<file path="src/sv/gsp_pkg.sv">
`default_nettype none
// ----------------------------------------------------------------------------
// gsp_pkg
// Shared constants, mode codes and control structs for the generational
// slot pool.
// ----------------------------------------------------------------------------
package gsp_pkg;

    localparam int SLOTS_DEFAULT = 64;
    localparam int IMG_W         = 41;
    localparam int MODE_W        = 2;
    localparam int IN_IDX_W      = 8;
    localparam int GEN_W         = 32;
    localparam int OUT_IDX_W     = 6;
    localparam int OFF_W         = 46;
    localparam int CNT_OUT_W     = 7;

    typedef enum logic [MODE_W-1:0] {
        MODE_ALLOC   = 2'd0,
        MODE_RELEASE = 2'd1,
        MODE_VIEW    = 2'd2
    } mode_t;

    typedef struct packed {
        logic push;
        logic pop;
    } stack_op_t;

    typedef struct packed {
        logic alloc;
        logic release_slot;
    } slot_op_t;

endpackage
`default_nettype wire

</file>
<file path="src/sv/gsp_slot_table.sv">
`default_nettype none
// ----------------------------------------------------------------------------
// gsp_slot_table
// Per-slot busy flags and generation memory. The generation is read when an
// item is accepted, with bypass of a release committing on the same edge.
// ----------------------------------------------------------------------------
module gsp_slot_table import gsp_pkg::*;
#(
    parameter int SLOTS = SLOTS_DEFAULT
)
(
    input  wire logic                                         clk,
    input  wire logic                                         rst_n,
    input  wire logic                                         rd_en,
    input  wire logic [((SLOTS > 1) ? $clog2(SLOTS) : 1)-1:0] rd_addr,
    input  wire logic [((SLOTS > 1) ? $clog2(SLOTS) : 1)-1:0] chk_addr,
    input  wire slot_op_t                                     op,
    input  wire logic [((SLOTS > 1) ? $clog2(SLOTS) : 1)-1:0] alloc_addr,
    input  wire logic [GEN_W-1:0]                             gen_wr_data,
    output logic      [GEN_W-1:0]                             gen_rd,
    output logic                                              busy_rd
);

    logic [GEN_W-1:0] gen_mem [SLOTS];
    logic [SLOTS-1:0] gen_valid_reg;
    logic [SLOTS-1:0] busy_reg;
    logic [GEN_W-1:0] gen_rd_reg;

    always_ff @(posedge clk)
    begin
        if (op.release_slot)
        begin
            gen_mem[chk_addr] <= gen_wr_data;
        end
    end

    always_ff @(posedge clk)
    begin
        if (rd_en)
        begin
            if (op.release_slot && (chk_addr == rd_addr))
            begin
                gen_rd_reg <= gen_wr_data;
            end
            else if (gen_valid_reg[rd_addr])
            begin
                gen_rd_reg <= gen_mem[rd_addr];
            end
            else
            begin
                gen_rd_reg <= '0;
            end
        end
    end

    always_ff @(posedge clk or negedge rst_n)
    begin
        if (!rst_n)
        begin
            gen_valid_reg <= '0;
            busy_reg      <= '0;
        end
        else
        begin
            if (op.release_slot)
            begin
                gen_valid_reg[chk_addr] <= 1'b1;
                busy_reg[chk_addr]      <= 1'b0;
            end
            if (op.alloc)
            begin
                busy_reg[alloc_addr] <= 1'b1;
            end
        end
    end

    assign gen_rd  = gen_rd_reg;
    assign busy_rd = busy_reg[chk_addr];

endmodule
`default_nettype wire

</file>
<file path="config.mk">
export PLATFORM = sky130hd
export DESIGN_NAME = gsp_slot_table
export DESIGN_NICKNAME = d
export VERILOG_FILES = /design/src/sv/gsp_pkg.sv /design/src/sv/gsp_slot_table.sv
export SDC_FILE = /design/constraint.sdc
export NUM_CORES = 2
export LEC_CHECK = 0
export BUFFER_PORTS_ARGS = -buffer_cell sky130_fd_sc_hd__buf_2
export CORE_MARGIN = 5
export CORE_UTILIZATION = 46
export CTS_CLUSTER_SIZE = 8
export DETAILED_ROUTE_END_ITERATION = 7
export PLACE_DENSITY_LB_ADDON = 0.05
export SKIP_CTS_REPAIR_TIMING = 1
export SYNTH_ARGS = -nofsm -noshare
export SYNTH_HDL_FRONTEND = slang
export SYNTH_SLANG_ARGS = --single-unit
</file>
<file path="constraint.sdc">
create_clock -name clk -period 4.8 [get_ports clk]
set_input_delay 0.96 -clock clk [delete_from_list [all_inputs] [get_ports clk]]
set_output_delay 0.96 -clock clk [all_outputs]
set_load 0.02 [all_outputs]
</file>
==> run summary <==
====================================================================================
Number of synthesized flops with an enable pin ........................         2080
Synth-to-layout area growth ...........................................        15.6%
Clock sink total ......................................................         2208
Most frequent cell after synthesis ....................................     edfxtp_1
First-pass detailed-route iteration total .............................            7
R2r setup slk .........................................................      2.20 ns
CTS Root Cell .........................................................    clkbuf_16
Number of antenna violations at the first check in global routing .....            9
Number of global-route vias before repair .............................        44100
Final hold violations .................................................            0
FILL cells ............................................................        14300
Maxcap violations .....................................................            0
Number of flip-flops in the largest register ..........................         2048
Number of buffers added by the clock tree synthesis step ..............          326
Proportion of synthesized flip-flops having asynchronous set or reset .        5.80%
Sequential share of power .............................................        49.4%
Final instance area ...................................................  0.0990 mm^2
Critical path data arrival time .......................................      3.21 ns
Synthesized cell area .................................................  0.0856 mm^2
Max_slew headroom .....................................................        13.9%
Starting Density ......................................................        46.2%
Worst Max-Slew Pin Slew ...............................................      1.29 ns
Top FF cell, synth ....................................................     edfxtp_1
Max-slew violations ...................................................            0
Power Total ...........................................................      43.8 mW
Largest cells by area after synthesis ................................. edfxtp_1 (73%), mux4_2 (13%), dfrtp_1 (3.7%), mux2i_1 (3.2%), a22oi_1 (1.0%)
Nets@finish ...........................................................         4477
Share of synthesized area occupied by flip-flops and latches ..........        76.7%
Routed wire per std cell ..............................................      34.8 um
Highest achievable clock rate .........................................      240 MHz
Number of routed nets with antenna violations .........................            0
FF-to-FF Start ........................................................ gen_valid_reg[11]$_DFFE_PN0P_
Class of the most critical setup path ................................. input pin to output port
Clock skew ............................................................    0.0367 ns
Post-synth cell types .................................................           57
GRT Util Overall ......................................................        25.0%
Type of the worst min-delay path ...................................... input pin to async pin
Routability cong. .....................................................        0.805
Switching fraction of total power .....................................        21.1%
P_sw ..................................................................      9.26 mW
Ratio of cells with drive above 1 in the final layout .................        28.4%
Leakage ...............................................................      32.7 nW
Number of levels the H-tree was split into ............................            5
Met1 Usage GRT ........................................................        36.2%
Rows ..................................................................          158
Maximum number of pins on one net before global-route repair ..........           91
Final min period ......................................................      4.17 ns
Power share of the clock group ........................................        45.2%
Initial DRC Count .....................................................         4293
Buffer levels on the longest clock path ...............................            4
Post-synth top area cell ..............................................     edfxtp_1
Pre-CTS setup slack ...................................................     0.578 ns
Synth Net Count .......................................................         4055
Area post-placement ...................................................  0.0904 mm^2
Setup violators final .................................................            0
# DRC .................................................................            0
Routed via count ......................................................        42600
CTS tree ..............................................................        built
Core Footprint ........................................................   0.185 mm^2
Power Internal ........................................................      34.6 mW
Summed negative setup slack over all endpoints ........................         0 ns
Cell count after synthesis ............................................         4000
Yosys synthesis warning count .........................................            0
Highest ir drop seen on vdd ...........................................     0.306 mV
Clock Pin Slew Worst Setup and Hold Paths .............................      0.05 ns
Required time worst endpoint ..........................................      3.84 ns
Routed via count divided by cell count ................................         6.13
PnR worst setup slack .................................................     0.629 ns
Setup repair after global routing missed its margin ...................           no
Die span in x .........................................................       441 um
Full die area .........................................................   0.195 mm^2
Flop and latch count out of synthesis .................................         2208
Final HPWL from detailed placement ....................................    134000 um
Maximum fanout count along the critical path ..........................           24
Total Wirelength ......................................................    242000 um
Power Dens Cells ......................................................  443 mW/mm^2
Final Cycle Share .....................................................        86.9%
Average size of a mapped cell .........................................    21.4 um^2
Most common library cells after synthesis ............................. edfxtp_1 (2080), mux4_2 (485), mux2i_1 (273), dfrtp_1 (128), a22oi_1 (118)
Clk Latency, worst-skew pair ..........................................      0.92 ns
Wire length of the first global-routing pass ..........................    341000 um
Fraction of synthesized cell area taken by the top area cell type .....        73.0%
Most used routing layer ...............................................         met2
Total overflow reported by the global router ..........................            0
Met2 Usage GRT ........................................................        40.0%
Boundary Pins .........................................................           88
CP Capture Type .......................................................  output port
Combinational cell fraction of total power ............................         5.4%
Vertical die dimension ................................................       441 um
GR Layer Usage met3 ...................................................        4.95%
Launching element type of the critical path ...........................    input pin
Number of cells on the worst reg-to-reg path ..........................            8
Destination of the worst register-to-register timing path ............. gen_rd[12]$_DFFE_PP_
Number of buffers inserted by port buffering ..........................           87
Run status ............................................................ complete, no violations
====================================================================================
stage by stage:
step           cells  hold WS [ns]  utilization [%]
5_1_grt         6950         0.172             53.4
2_1_floorplan   4000         0.429                -
3_5_place_dp    6574         0.449             48.8
4_1_cts         6949         0.123             53.4
6_report        6951         0.119             53.4
3_3_place_gp    6574         0.444             48.8
final cells by class:
class                   instances  area (um^2)  area share, %
flip-flops and latches       2208        65700           66.4
well taps                    2480         3100           3.14
diodes                          2         5.00        0.00506
clock inverters                 8         77.6         0.0784
clock buffers                 367         8440           8.53
inverters                      36          141          0.143
multi-input cells            1535        18800           19.0
repair buffers                315         2750           2.78
critical path, stage by stage:
cell and delay [ns]:
buf_2 0.55, mux4_2 0.60, mux2i_1 0.20, o22ai_1 0.13, or4_1 0.57, buf_2 0.19
worst max-delay path by stage:
stage | from | endpoint | slack [ns] | depth (start not counted)
detailed placement | rd_addr[4] | gen_rd[0]$_DFFE_PP_ | 0.58 | 8
global placement | rd_addr[4] | gen_rd[0]$_DFFE_PP_ | 0.55 | 8
CTS | chk_addr[0] | busy_rd | 0.62 | 6
floorplan | chk_addr[1] | gen_mem[54][0]$_DFFE_PP_ | 0.86 | 5
finish | chk_addr[0] | busy_rd | 0.63 | 6
global route | chk_addr[0] | busy_rd | 0.49 | 6
layout by cell type (no fill, tap or decap), types with 6 or more instances in the layout:
cell / instances
edfxtp_1: 2080
mux4_2: 485
clkbuf_16: 332
mux2i_1: 273
buf_4: 184
dfrtp_1: 128
a22oi_1: 118
nand3_1: 102
nand2_1: 89
buf_2: 82
o21ai_0: 70
a22o_1: 57
buf_12: 45
nand2b_1: 40
or2_2: 39
nor2_4: 35
clkbuf_1: 35
a221oi_1: 33
inv_2: 31
o211ai_1: 26
nor2_1: 24
nor2b_1: 12
a21oi_1: 12
nor3_1: 10
o22ai_1: 9
nand4_1: 7
inv_6: 7
and2_1: 6
a211oi_1: 6
metal layers:
layer / share of wire (%) / up-vias
met1: 43 / 23300
met5: 0 / -
met3: 6.7 / 309
met2: 48 / 1583
met4: 1.8 / 0
li1: - / 17500
logic make-up (layout without fill, tap and decap cells):
group	after synthesis	in the layout	synth area share [%]
AO/OA/AOI/OAI	362	362	3.10
XOR/XNOR	6	6	0.0614
flip-flops	2208	2208	76.7
AND/OR/NAND/NOR	405	405	2.41
multiplexers	762	762	16.0
other	0	2	0
buffers and inverters	257	726	1.68
power by group through the flow:
stage	Sequential, mW	Combinational (mW)	Clock [mW]
2_1_floorplan	22.0	1.37	0
3_3_place_gp	22.0	2.39	0
3_5_place_dp	22.0	2.41	0
4_1_cts	21.7	2.42	20.2
5_1_grt	21.7	2.54	21.1
6_report	21.7	2.38	19.8
Power figures use the tool's default switching activity.
