<file path="src/sv/gsp_pkg.sv">
`default_nettype none
// ----------------------------------------------------------------------------
// gsp_pkg
// Shared constants, mode codes and control structs for the generational
// slot pool.
// ----------------------------------------------------------------------------
package gsp_pkg;

    localparam int SLOTS_DEFAULT = 64;
    localparam int IMG_W         = 41;
    localparam int MODE_W        = 2;
    localparam int IN_IDX_W      = 8;
    localparam int GEN_W         = 32;
    localparam int OUT_IDX_W     = 6;
    localparam int OFF_W         = 46;
    localparam int CNT_OUT_W     = 7;

    typedef enum logic [MODE_W-1:0] {
        MODE_ALLOC   = 2'd0,
        MODE_RELEASE = 2'd1,
        MODE_VIEW    = 2'd2
    } mode_t;

    typedef struct packed {
        logic push;
        logic pop;
    } stack_op_t;

    typedef struct packed {
        logic alloc;
        logic release_slot;
    } slot_op_t;

endpackage
`default_nettype wire

</file>
<file path="src/sv/gsp_free_stack.sv">
`default_nettype none
// ----------------------------------------------------------------------------
// gsp_free_stack
// Free-slot stack. Entries carry slot index and current generation. The top
// entry is held in a register, refilled from memory each cycle at the next
// top address; a push bypasses straight into it.
// ----------------------------------------------------------------------------
module gsp_free_stack import gsp_pkg::*;
#(
    parameter int SLOTS = SLOTS_DEFAULT
)
(
    input  wire logic                                         clk,
    input  wire logic                                         rst_n,
    input  wire stack_op_t                                    op,
    input  wire logic [((SLOTS > 1) ? $clog2(SLOTS) : 1)-1:0] push_idx,
    input  wire logic [GEN_W-1:0]                             push_gen,
    output logic      [$clog2(SLOTS + 1)-1:0]                 free_top,
    output logic      [$clog2(SLOTS + 1)-1:0]                 free_top_next,
    output logic      [((SLOTS > 1) ? $clog2(SLOTS) : 1)-1:0] top_idx,
    output logic      [GEN_W-1:0]                             top_gen
);

    localparam int IDX_W = (SLOTS > 1) ? $clog2(SLOTS) : 1;
    localparam int CNT_W = $clog2(SLOTS + 1);
    localparam int ENT_W = IDX_W + GEN_W;

    logic [ENT_W-1:0] stack_mem [SLOTS];
    logic [SLOTS-1:0] stack_valid_reg;
    logic [ENT_W-1:0] top_reg;
    logic [CNT_W-1:0] free_top_reg;
    logic [IDX_W-1:0] rd_addr;
    logic [IDX_W-1:0] wr_addr;
    logic [ENT_W-1:0] push_entry;
    logic [ENT_W-1:0] init_entry;

    assign push_entry = {push_idx, push_gen};
    assign wr_addr    = IDX_W'(free_top_reg);
    assign init_entry = {IDX_W'(SLOTS - 1) - rd_addr, GEN_W'(0)};

    always_comb
    begin
        if (op.push)
        begin
            free_top_next = free_top_reg + CNT_W'(1);
        end
        else if (op.pop)
        begin
            free_top_next = free_top_reg - CNT_W'(1);
        end
        else
        begin
            free_top_next = free_top_reg;
        end
    end

    assign rd_addr = (free_top_next == '0) ? '0 : IDX_W'(free_top_next - CNT_W'(1));

    always_ff @(posedge clk)
    begin
        if (op.push)
        begin
            stack_mem[wr_addr] <= push_entry;
        end
    end

    always_ff @(posedge clk or negedge rst_n)
    begin
        if (!rst_n)
        begin
            stack_valid_reg <= '0;
            free_top_reg    <= CNT_W'(SLOTS);
            top_reg         <= '0;
        end
        else
        begin
            free_top_reg <= free_top_next;
            if (op.push)
            begin
                stack_valid_reg[wr_addr] <= 1'b1;
                top_reg                  <= push_entry;
            end
            else if (stack_valid_reg[rd_addr])
            begin
                top_reg <= stack_mem[rd_addr];
            end
            else
            begin
                top_reg <= init_entry;
            end
        end
    end

    assign free_top = free_top_reg;
    assign top_idx  = top_reg[ENT_W-1:GEN_W];
    assign top_gen  = top_reg[GEN_W-1:0];

endmodule
`default_nettype wire

</file>
<file path="config.mk">
export PLATFORM = sky130hd
export DESIGN_NAME = gsp_free_stack
export DESIGN_NICKNAME = d
export VERILOG_FILES = /design/src/sv/gsp_pkg.sv /design/src/sv/gsp_free_stack.sv
export SDC_FILE = /design/constraint.sdc
export NUM_CORES = 2
export LEC_CHECK = 0
export ABC_AREA = 1
export BUFFER_PORTS_ARGS = -buffer_cell sky130_fd_sc_hd__buf_2
export CAP_MARGIN = 10
export CORE_UTILIZATION = 45
export CTS_BUF_LIST = sky130_fd_sc_hd__clkbuf_8
export CTS_CLUSTER_SIZE = 30
export DETAILED_ROUTE_END_ITERATION = 10
export GPL_TIMING_DRIVEN = 1
export HOLD_SLACK_MARGIN = 0.15
export MAX_ROUTING_LAYER = met4
export SLEW_MARGIN = 10
export SYNTH_ARGS = -nofsm -noshare
export SYNTH_HDL_FRONTEND = slang
export SYNTH_SLANG_ARGS = --single-unit
</file>
<file path="constraint.sdc">
create_clock -name clk -period 3.39 [get_ports clk]
set_input_delay 0.678 -clock clk [delete_from_list [all_inputs] [get_ports clk]]
set_output_delay 0.678 -clock clk [all_outputs]
set_load 0.01 [all_outputs]
</file>
==> impl_metrics.csv <==
group,metric,value,unit
status,status,"complete, but fails checks",
status,violations,"negative setup slack",
sta,period_share,103,%
worst_setup_path,critical-path-top-delay-family,"simple AND/OR/NAND/NOR gates",
cells_and_area,fin_area,127000,sq um
grt,grt_usage,29.4,%
synthesis,netlist_instances,8637,
cts,htreeDepth,5,
synthesis,ys.flop_type,"edfxtp_1",
synthesis,synth_edf_count,2432,
cts,clk_pin_slew,0.06,ns
sta,grt_setup_unrepaired,"true",
power,power.leakage,48.2,nW
place,dpl.hpwl,193,mm
grt,grt_pass1_vias,69078,
worst_hold_path,hold_path.class,"in2async",
cells_and_area,post-route-util,55.1,%
worst_setup_path,required,4.36,ns
synthesis,syn_area,105000,sq um
routing,ant_nets,0,
routing,wl,352,mm
synthesis,synth.most_common_cell,"edfxtp_1",
place,gp_congestion,0.863,
worst_setup_path,path_common_cell,"nand3_1",
synthesis,synthTopCellsByCount,"2432 x edfxtp_1, 2182 x nand2_1, 1484 x nand3_1",
sta,setup_ws,-0.0995,ns
sta,slew_violations,0,
synthesis,synth_cell_types,39,
synthesis,postSynthAreaPerCell,12.1,sq um
worst_setup_path,crit_chain,"buf_6 > buf_4 > nor2_4 > nand3_1 > nand3_1 > nand3_1 > nor2_4 > nand3_4 > buf_6 > nand2_8 > clkinv_16 > buf_16 > nand3_2 > nand3_2 > nand3_2 > nand3_4 > nand3_4 > nand2_8 > buf_12 > buf_16 > buf_12 > nand3_1 > nand2_1",
sta,setup_tns,-1.11,ns
cells_and_area,final_nets,9479,
grt,grt-ovfl-total,0,
grt,grt_max_degree,129,
die,fp.dieH,484,um
synthesis,synth_fp_nets,8683,
power,irDropWorstVdd,0.892,mV
synthesis,synthTopCellsByArea,"edfxtp_1 70%, nand2_1 7.8%, nand3_1 7.1%, o211ai_1 2.9%, dfrtp_1 2.6%",
sta,slew_headroom,13.5,%
synthesis,synth_seq_cells,2541,
cts,cts_tree,"built",
synthesis,ys_seq_area_share,72.5,%
routing,avgViaCountPerCell,5.82,
routing,vias,74434,
cts,clock-sinks,2541,
worst_setup_path,cp-start-kind,"flop",
cells_and_area,n_fill_cell,18837,
place,placement.cell_area,114000,sq um
cts,clockRootBuffer,"clkbuf_8",
cts,clk_path_buf_depth,4,
sta,fmax,287,MHz
die,die_x,484,um
run,drv_cap,0,
sta,hold_viol_final,0,
die,pin_count,94,
cells_and_area,syn_to_final_growth,21.5,%
sta,setup_violations,20,
cells_and_area,largest_register_ffs,2432,
cts,insertion_delay,1.12,ns
worst_setup_path,arrival,4.45,ns
die,core,230000,sq um
sta,finalClockSkew,0.102,ns
worst_setup_path,crit_buf_inv,8,
worst_setup_path,critPathMaxFanout,8,
routing,firstDrtPassIters,6,
die,initial_core_util,45.4,%
cts,numCtsBuffers,422,
die,row_count,176,
place,io_buffers,93,
worst_setup_path,critical-path-slowest-cell,"dfrtp_1",
worst_setup_path,cp_slowest_stage_delay,0.40,ns
routing,wl_per_cell,27.5,um
grt,grt_pass1_wl,487,mm
worst_setup_path,critPathCaptureType,"flop",
cells_and_area,drive_gt1_share,19.8,%
routing,first_iter_violations,10940,
sta,tightest_slew,1.30,ns
die,dieArea,234000,sq um
worst_setup_path,critPathKind,"reg2reg",
routing,drc,0,
synthesis,synth.largest_area_cell,"edfxtp_1",
synthesis,yosysTopAreaCellShare,69.9,%
power,p_per_area,894,nW/um^2
synthesis,ys.warnings.count,0,
sta,period_minus_slack,3.49,ns
grt,antenna_found_initial,15,
synthesis,async_reset_ff_share,4.29,%
==> area by class of cell <==
type / instances / area (sq um) / area share [%]
Sequential cell: 2541 / 75800 / 59.6
Multi-Input combinational cell: 4904 / 25800 / 20.3
Timing Repair Buffer: 957 / 11600 / 9.15
Clock buffer: 439 / 6040 / 4.76
Tap cell: 3026 / 3790 / 2.98
Inverter: 604 / 2340 / 1.85
Clock inverter: 305 / 1580 / 1.24
Timing Repair inverter: 3 / 47.5 / 0.0374
Antenna cell: 10 / 25.0 / 0.0197
==> final timing paths <==
check                      slack, ns  cells after the start             endpoint                 from
max in group asynchronous       2.31                      3          free_top[6]                rst_n
setup reg to reg                -0.1                     23          top_reg[15]          free_top[1]
hold / removal                  0.21                      2   stack_valid_reg[1]                rst_n
hold reg to reg                 0.46                      2  stack_valid_reg[46]  stack_valid_reg[46]
setup / recovery                -0.1                     23          top_reg[15]          free_top[1]
min in group clk                0.23                      1      stack_mem[6][0]          push_gen[0]
==> per-layer routing <==
layer  GRT usage [%]  share of wire, %  vias up
li1                -                 -    32413
met1            40.2                40    36671
met2            44.4                46     4565
met3            4.83                11      785
met4            11.0               3.8        0
met5               -                 0        -
==> power by group <==
| group | internal, mW | switching, mW | total (mW) | leakage (nW) |
|---|---|---|---|---|
| clock | 12.9 | 12.2 | 25.1 | 4.41 |
| sequential | 35.6 | 0.590 | 36.2 | 23.0 |
| combinational | 20.4 | 31.8 | 52.2 | 20.7 |
==> per-stage QoR <==
stage | power (mW) | std cells | worst slack, ns | hold slack, ns
global placement | 77.8 | 11856 | -0.658 | 0.438
floorplan | 58.6 | 8637 | -0.201 | 0.382
detailed placement | 78.0 | 11856 | -0.638 | 0.445
CTS | 106 | 12656 | -0.106 | 0.151
global route | 117 | 12785 | -0.223 | 0.220
finish | 114 | 12789 | -0.0995 | 0.212
==> placed cells by master, fill, tap and decap left out, types with 8 or more instances in the layout <==
master,netlist,routed
buf_2,321,92
buf_12,0,189
or2_2,43,43
o21ai_0,85,77
bufbuf_16,0,10
inv_1,593,720
o21ai_1,155,155
o211ai_1,401,401
nand3_1,1484,1241
a22oi_1,154,154
buf_4,69,480
edfxtp_1,2432,2432
dlygate4sd3_1,0,17
dfrtp_1,108,108
a21oi_1,156,136
a21oi_2,0,19
buf_8,1,18
o21bai_1,22,21
clkinv_1,2,104
nand3b_1,52,52
inv_2,8,10
nor2_4,1,67
clkbuf_16,0,41
nand2_1,2182,2122
nand3_2,3,216
buf_16,0,46
nand2_4,1,8
diode_2,0,10
clkinv_2,0,48
nand3_4,1,31
nor2_1,136,70
o21ai_2,1,8
buf_6,29,64
nand2_2,5,53
clkbuf_8,0,439
bufinv_16,0,13
==> cells by family (layout without fill, tap and decap cells) <==
kind of cell / Yosys count / in the layout / share of synthesized area [%]
other: 0 / 10 / 0
xor gates and xnor gates: 2 / 2 / 0.0168
buffers and inverters: 1193 / 2308 / 5.14
adders and majority gates: 4 / 4 / 0.0479
and+or+nand+nor: 3917 / 3918 / 16.2
DFF: 2541 / 2541 / 72.5
AOI/OAI and AO/OA: 980 / 980 / 6.10
==> repair_timing <==
action | 4_1_cts | 5_1_grt
hold endpoints to repair | 412 | 25
endpoints found under the setup margin | 39 | 41
resized for setup | 120 | 473
pin swaps | 3 | 148
buffers inserted | 23 | 85
gates cloned | 19 | 45
hold buffers | 16 | 1
Note: power is estimated with default switching activity, not from simulation.
